==> src/design/pea_pkg.sv <==
package pea_pkg;

   localparam int WIDTH   = 32;
   localparam int PORT_W  = 32;
   localparam int SHW     = $clog2(WIDTH);
   // input regs, decode stage, one stage per quotient bit, output reg
   localparam int LATENCY = WIDTH + 3;

   typedef enum logic [4:0] {
      OP_MUL  = 5'd0,
      OP_DIV  = 5'd1,
      OP_MOD  = 5'd2,
      OP_ADD  = 5'd3,
      OP_SUB  = 5'd4,
      OP_SHL  = 5'd5,
      OP_SHR  = 5'd6,
      OP_LT   = 5'd7,
      OP_LE   = 5'd8,
      OP_GT   = 5'd9,
      OP_GE   = 5'd10,
      OP_EQ   = 5'd11,
      OP_NE   = 5'd12,
      OP_AND  = 5'd13,
      OP_XOR  = 5'd14,
      OP_OR   = 5'd15,
      OP_LAND = 5'd16,
      OP_LOR  = 5'd17,
      OP_SEL  = 5'd18
   } op_type;

   typedef enum logic [1:0] {
      ST_OK      = 2'd0,
      ST_DIV0    = 2'd1,
      ST_MOD0    = 2'd2,
      ST_ILLEGAL = 2'd3
   } status_type;

   typedef struct packed {
      logic              valid;
      logic              use_q;
      logic              use_r;
      logic              neg;
      logic [WIDTH-1:0]  res;
      status_type        status;
   } tag_type;

   function automatic logic [WIDTH-1:0] to_w(input logic [PORT_W-1:0] x);
      return WIDTH'($signed(x));
   endfunction

endpackage

==> src/design/pea_front.sv <==
module pea_front (
   input  logic                      clock,
   input  logic                      reset,
   input  logic                      in_valid,
   input  logic [4:0]                kind,
   input  logic [pea_pkg::PORT_W-1:0] lhs,
   input  logic [pea_pkg::PORT_W-1:0] rhs,
   input  logic [pea_pkg::PORT_W-1:0] alt,
   output pea_pkg::tag_type          tag,
   output logic [pea_pkg::WIDTH-1:0] dvd,
   output logic [pea_pkg::WIDTH-1:0] dsr
);
   import pea_pkg::*;

   logic             valid_a_ff;
   logic [4:0]       kind_a_ff;
   logic [WIDTH-1:0] a_ff, b_ff, c_ff;

   tag_type          tag_in, tag_ff;
   logic [WIDTH-1:0] dvd_in, dvd_ff, dsr_in, dsr_ff;

   logic [WIDTH-1:0] diff, prod;
   logic             a_neg, b_neg, lt, eq, b_in_range;

   always_ff @(posedge clock) begin
      if (reset) begin
         valid_a_ff <= 1'b0;
      end else begin
         valid_a_ff <= in_valid;
      end
      kind_a_ff <= kind;
      a_ff      <= to_w(lhs);
      b_ff      <= to_w(rhs);
      c_ff      <= to_w(alt);
   end

   always_comb begin
      diff       = a_ff - b_ff;
      prod       = a_ff * b_ff;
      a_neg      = a_ff[WIDTH-1];
      b_neg      = b_ff[WIDTH-1];
      lt         = diff[WIDTH-1];
      eq         = (diff == '0);
      b_in_range = (b_ff[WIDTH-1:SHW] == '0);

      tag_in        = '0;
      tag_in.valid  = valid_a_ff;
      tag_in.status = ST_OK;
      dvd_in        = a_neg ? -a_ff : a_ff;
      dsr_in        = b_neg ? -b_ff : b_ff;

      unique case (kind_a_ff)
         OP_MUL:  tag_in.res = prod;
         OP_DIV: begin
            if (b_ff == '0) begin
               tag_in.res    = a_neg ? WIDTH'(1) : '1;
               tag_in.status = ST_DIV0;
            end else begin
               tag_in.use_q = 1'b1;
               tag_in.neg   = a_neg ^ b_neg;
            end
         end
         OP_MOD: begin
            if (b_ff == '0) begin
               tag_in.res    = a_ff;
               tag_in.status = ST_MOD0;
            end else begin
               tag_in.use_r = 1'b1;
               tag_in.neg   = a_neg;
            end
         end
         OP_ADD:  tag_in.res = a_ff + b_ff;
         OP_SUB:  tag_in.res = diff;
         OP_SHL:  tag_in.res = b_in_range ? (a_ff << b_ff[SHW-1:0]) : '0;
         OP_SHR:  tag_in.res = b_in_range ? WIDTH'($signed(a_ff) >>> b_ff[SHW-1:0])
                                          : {WIDTH{a_neg}};
         OP_LT:   tag_in.res = WIDTH'(lt);
         OP_LE:   tag_in.res = WIDTH'(lt | eq);
         OP_GT:   tag_in.res = WIDTH'(!lt && !eq);
         OP_GE:   tag_in.res = WIDTH'(!lt);
         OP_EQ:   tag_in.res = WIDTH'(eq);
         OP_NE:   tag_in.res = WIDTH'(!eq);
         OP_AND:  tag_in.res = a_ff & b_ff;
         OP_XOR:  tag_in.res = a_ff ^ b_ff;
         OP_OR:   tag_in.res = a_ff | b_ff;
         OP_LAND: tag_in.res = WIDTH'((a_ff != '0) && (b_ff != '0));
         OP_LOR:  tag_in.res = WIDTH'((a_ff != '0) || (b_ff != '0));
         OP_SEL:  tag_in.res = (a_ff != '0) ? b_ff : c_ff;
         default: tag_in.status = ST_ILLEGAL;
      endcase
   end

   always_ff @(posedge clock) begin
      if (reset) begin
         tag_ff <= '0;
      end else begin
         tag_ff <= tag_in;
      end
      dvd_ff <= dvd_in;
      dsr_ff <= dsr_in;
   end

   assign tag = tag_ff;
   assign dvd = dvd_ff;
   assign dsr = dsr_ff;

endmodule

==> config.mk <==
export PLATFORM = sky130hd
export DESIGN_NAME = pea_front
export DESIGN_NICKNAME = d
export VERILOG_FILES = /design/src/design/pea_pkg.sv /design/src/design/pea_front.sv
export SDC_FILE = /design/constraint.sdc
export NUM_CORES = 2
export LEC_CHECK = 0
export ABC_AREA = 1
export BUFFER_PORTS_ARGS = -buffer_cell sky130_fd_sc_hd__buf_2
export CAP_MARGIN = 20
export CORE_ASPECT_RATIO = 0.5
export CORE_UTILIZATION = 55
export DETAILED_ROUTE_END_ITERATION = 16
export GPL_TIMING_DRIVEN = 0
export PLACE_DENSITY = 0.84
export SYNTH_ARGS = -nofsm -noshare
export SYNTH_HDL_FRONTEND = slang
export SYNTH_SLANG_ARGS = --single-unit
export TNS_END_PERCENT = 50
==> constraint.sdc <==
create_clock -name clock -period 8.2 [get_ports clock]
set_input_delay 0.82 -clock clock [delete_from_list [all_inputs] [get_ports clock]]
set_output_delay 0.82 -clock clock [all_outputs]
set_load 0.03 [all_outputs]
# [After elaboration in Yosys (flattened, before gate mapping)]
# Index checks and enable logic that the tools add are counted.
[word_totals] reg_bits=204 latchBits=0 ramBits=0 romBits=0 input_bits=104 output_inout_bits=102 wordCells=75 memories=0
[classes] n_addsub=4 mul=1 div_mod_pow=0 n_lt_le_gt_ge=0 n_eq_ne=18 shifts=2 n_mux=14 bitwise=7 reduce_logical=14
[ops] op="one-hot mux 32 bit (19 select lines)" count=1
[ops] op="two-way mux 32 bit" count=4
[ops] op="two-way mux 34 bit" count=2
[ops] op="logical NOT 32 bit" count=2
[ops] op="negation 32 bit" count=2
[ops] op="nonzero test 32 bit" count=2
[ops] op="two-way mux 31 bit" count=2
[ops] op="== test 5 x 4 -> 1 bit, second input constant" count=8
[ops] op="adder 32 bit" count=1
[ops] op="bitwise AND 32 bit" count=1
[ops] op="multiplier 32 x 32 -> 32 bit" count=1
[ops] op="bitwise OR 32 bit" count=1
[ops] op="<< shifter 32 x 5 -> 32 bit" count=1
[ops] op=">>> shifter 32 x 5 -> 32 bit" count=1
[ops] op="subtractor 32 bit" count=1
[ops] op="XOR 32 bit" count=1
[ops] op="logical NOT 27 bit" count=1
[ops] op="== test 5 x 3 -> 1 bit, second input constant" count=4
[ops] op="OR reduction 17 bit" count=1
[ops] op="== test 5 bit, second input constant" count=3
[ops] op="== test 5 x 2 -> 1 bit, second input constant" count=2
[ops] op="one-hot mux 2 bit (3 select lines)" count=1
[ops] op="== test 5 x 1 -> 1 bit, second input constant" count=1
[ops] op="logical NOT 5 bit" count=1
[ops] op="other kinds (10)" count=15

# [Logic depth before layout (Yosys ltp)]
[logic_depth] ltp_word=5 depth_mapped=36 depth_no_buf=32

# [Worst setup path after synthesis]
# No wires, ideal clock.
[synth_path] kind="reg2reg" start="reg b_ff[2]" end="reg tag_ff (netlist bit tag[32])" t_arrival_ns=7.350 t_required_ns=8.072 path_slack_ns=0.723 stages_incl_launch_ff=30 n_path_buf=5 period_less_slack_ns=7.477 path_cell_list="dfxtp_1 -> buf_2 -> clkbuf_1 -> clkbuf_1 -> clkbuf_1 -> buf_1 -> nand2_1 -> fa_1 -> inv_1 -> fa_1 -> inv_1 -> fa_1 -> inv_1 -> fa_1 -> fa_1 -> inv_1 -> fa_1 -> inv_1 -> fa_1 -> fa_1 -> ha_1 -> inv_1 -> nor4_1 -> nand2_1 -> o21ai_0 -> a21oi_1 -> o21ai_0 -> o311ai_0 -> nor2_1 -> nor2_1"
[synth_via] elab_chain_cells=3
[synth_lines] element="start, declared" line="pea_front.sv:17" source="logic [WIDTH-1:0] a_ff, b_ff, c_ff;"
[synth_lines] element="start signal, assigned" line="pea_front.sv:33" source="b_ff <= to_w(rhs);"
[synth_lines] element="branches (longest 2 deep; another with multiplier 32 x 32 -> 32 bit)"
[synth_lines] element="one-hot mux 32 bit (19 select lines) *" line="pea_front.sv:52" source="unique case (kind_a_ff)"
[synth_lines] element="end signal, assigned" line="pea_front.sv:97" source="tag_ff <= tag_in;"
[synth_lines] element="end, declared" line="pea_front.sv:19" source="tag_type tag_in, tag_ff;"
# Every way passes the cells marked *.
# A chain may end at the register's enable or synchronous reset.

# [Worst setup path in the final report]
[layout_path] start="reg a_ff[13]" end="reg tag_ff (netlist bit tag[30])"
[layout_via] elab_chain_cells=3
[layout_lines] element="start, declared" line="pea_front.sv:17"
[layout_lines] element="start signal, assigned" line="pea_front.sv:32" source="a_ff <= to_w(lhs);"
[layout_lines] element="branches (longest 2 deep; another with multiplier 32 x 32 -> 32 bit)"
[layout_lines] element="one-hot mux 32 bit (19 select lines) *" line="pea_front.sv:52"
# Marks and branches as above.

==> impl.org <==
** Status
- The run finished with clean final reports.

** Yosys
- Warning count from the yosys run :: 0
- By instance count, the leading cell after synthesis is nand2_1.
- Main flop type after synthesis :: dfxtp_1
- Synthesized instance count :: 4768
- Of all cell types, the one taking the most synthesized area is fa_1.
- Portion of the post-synthesis area used by sequential elements :: 0.1239
- Most numerous cell types in the synthesized netlist :: nand2_1, inv_1, fa_1
- Post-synthesis async set-or-reset flop share :: 0
- The netlist uses 70 different library cells.
- Cell area after synthesis :: 32960 sq um
- When the netlist entered floorplanning its net count stood at 5503.
- Top-area cell type share of the netlist area :: 0.2490
- Synth top area cells :: fa_1, nand2_1, dfxtp_1, inv_1, ha_1
- Number of enable flip-flop cells after synthesis :: 0
- After synthesis the netlist holds a flip-flop and latch count of 204.
- Avg Inst Size Synth :: 6.913 sq um

** Critical path
- The number of buffers and inverters on the critical path is 6.
- The cell family contributing the most delay on the critical path is adder cells.
- CP Max Fanout :: 10
- The worst setup path is captured at a register.
- The slowest stage of the critical path is the dfxtp_2 cell.
- Crit path DAT :: 8.64 ns
- By instance count, the cell type seen most on the critical path is fa_1.
- Worst Setup Path Type :: reg -> reg
- Required time reported for the critical path endpoint :: 8.64 ns
- Maximum cell stage delay along the critical path :: 0.58 ns
- The worst setup path is launched from a register.

** Placed design
- DPL Wire Length :: 136.4 mm
- Final GP Congestion :: 1.149
- The count of buffers added on input and output ports is 205.

** Global route
- met2 is the most crowded layer.
- The first global-routing pass estimated 229.5 mm of wire.
- For this run, global-route usage on met2 was measured as 0.7251.
- The number of antenna violations at the first check in global routing is 15.
- Via count of the first global-routing pass :: 33800
- After global routing the overflow that remains totals 0.
- Entering global routing, the biggest net connects 20 pins.
- In the global route stage, met1 resource usage came out at 0.6768.
- For met3 alone, demand over resource in global routing was 0.2597.
- Across every metal layer, demand over resource in global routing totals 0.5292.

** Timing
- For the finished layout, the period the worst path requires is 8.195 ns.
- Setup violations remaining at the end of the flow were counted as 0.
- The number of endpoints with negative hold slack in the final report was 0.
- Actual slew at the worst max-slew pin :: 1.282 ns
- Worst Hold Slack :: 0.3766 ns
- Maximum clock rate :: 0.1220 GHz
- The number of max-slew violations in the final report is 0.
- Share of the clock period used by the worst path after layout :: 0.9994
- Setup TNS :: 0 ns
- Headroom to the max-slew limit :: 0.1360
- Clock skew :: 0.01033 ns

** Floorplanning
- The floorplan step set the die height to 175.1 um.
- The floorplan step defined a die boundary enclosing 60970 sq um.
- Die span in x :: 348.2 um
- The floorplan step defined a core boundary enclosing 59200 sq um.
- Number of top-level pins :: 206
- Initial core utilization :: 0.5568
- The initialized floorplan defines 63 standard-cell rows.

** Detailed routing
- Detail Route Antenna Nets :: 0
- Routed wirelength normalized by instance count :: 28.21 um
- The final layout contains routed wiring with a total length of 164.6 mm.
- The first detailed-routing pass ran for 9 iterations.
- Total vias in the final route :: 36080
- Detailed Route Iter0 Violations :: 6065
- In the routed design, unresolved DRC markers number 0.
- Number of vias per cell after detailed routing :: 6.184

** Clock network
- Once the clock tree was built, the setup fixing pass inserted 0 buffers.
- Largest buffer count on any clock path :: 3
- Clock-pin slew was measured on the worst setup and hold paths at 0.07 ns.
- CTS built an H-tree with a depth of 1.
- Clock latency reported for the late side of the worst-skew pair :: 0.54 ns
- Clk root buf :: clkbuf_16
- TritonCTS built the clock tree.
- The number of clock buffers added by TritonCTS is 21.
- Sinks on the clock net :: 204

** Cells and area
- In the final layout, the multi-input gates occupy 23750 sq um.
- Final Util :: 0.6102
- Fill cell count :: 5464
- # nets final :: 5728
- Across the whole layout, storage elements account for 4111 sq um.
- Area overhead of the layout relative to synthesis :: 9.593%
- Fraction of final layout cells sized beyond drive strength 1 :: 0.1110

** Run
- Max-cap violation count :: 0

** Min path
- In this run the worst hold path is classified as in -> reg.
-- cell usage in the layout, fill, tap and decap left out, drive strengths merged, types with 13 or more instances in the layout --
cell type | synthesis | layout
a211oi | 13 | 13
a21oi | 238 | 238
a221oi | 15 | 15
a31oi | 17 | 17
buf | 139 | 323
clkbuf | 108 | 152
dfxtp | 204 | 204
diode | 0 | 15
fa | 410 | 410
ha | 221 | 221
inv | 1070 | 1074
nand2 | 1184 | 1184
nand3 | 148 | 148
nand4 | 55 | 55
nor2 | 309 | 309
nor3 | 47 | 47
nor4 | 15 | 15
o211ai | 21 | 21
o21ai | 297 | 297
o221ai | 22 | 22
o22ai | 13 | 13
xnor2 | 26 | 26
xor2 | 95 | 95
-- sequential cells by signal (all words and copies together), names as in the netlist --
name / count
a_ff: 32
b_ff: 32
c_ff: 32
dsr: 32
dvd: 32
kind_a_ff: 5
tag: 38
valid_a_ff: 1
-- worst register-to-register path: stages, from the launching register on --
cell	delay (ns)
dfxtp_2	0.58
clkbuf_2	0.48
buf_2	0.42
nand2_1	0.14
fa_1	0.55
inv_1	0.05
fa_1	0.50
inv_1	0.05
fa_1	0.46
fa_1	0.52
inv_1	0.05
fa_1	0.55
fa_1	0.44
fa_1	0.56
fa_1	0.44
ha_1	0.42
nand2_1	0.17
nor2_1	0.24
nand2_1	0.10
nor4_1	0.22
nand2_1	0.17
nand3_1	0.10
nand2_1	0.05
nand3_1	0.31
nand3_1	0.21
nand3b_1	0.21
nand2_1	0.07
inv_1	0.04
-- path summary, 6_finish.rpt --
check	startpoint	endpoint	slack (ns)	cells after the start
hold reg to reg	valid_a_ff	tag[37]	0.41	2
setup / recovery	a_ff[13]	tag[30]	0.005	27
hold / removal	lhs[21]	a_ff[21]	0.38	1
setup reg to reg	a_ff[13]	tag[30]	0.005	27
-- cell families (layout without fill, tap and decap cells) --
kind of cell    count (synthesis)  in the layout  share of synthesized area
simple gates                 1785           1785                     0.2301
buf+inv                      1322           1561                     0.1574
flops                         204            204                     0.1239
mux                             7              7                   0.002126
other cells                     0             15                          0
fa+ha+maj                     631            631                     0.3329
xor+xnor                      122            122                    0.03284
compound gates                697            697                     0.1207
-- metal layers --
metal	routed length (um)	vias to the layer above
met4	11280	8
li1	-	14980
met1	60100	17100
met3	29520	750
met5	196	-
met2	63460	3240
-- layout make-up --
type,count,share of cell area
antenna,15,0.001039
buffer,236,0.03741
clock buffer,30,0.01687
clock inverter,7,0.003083
inverter,1075,0.1117
multi-input combinational,3242,0.6575
sequential,204,0.1138
tap,812,0.02813
timing repair buffer,213,0.03038
-- stage by stage --
| step | instance area, sq um | instances | setup slack (ns) |
|---|---|---|---|
| floorplan | 32960 | 4768 | 0.7227 |
| global placement | 35000 | 5785 | -2.049 |
| detailed placement | 35020 | 5787 | -1.979 |
| CTS | 35930 | 5819 | -0.02875 |
| global route | 36090 | 5820 | -0.09796 |
| finish | 36120 | 5834 | 0.004753 |
-- repair_timing --
item,in CTS,in global routing
endpoints found under the setup margin,24,17
gates resized for setup,110,120
pin swaps,0,0
hold buffers,0,0
Power is left out: the tool's default activity adds up to more than one toggle a clock period on the data nets, which glitch-free logic cannot reach.
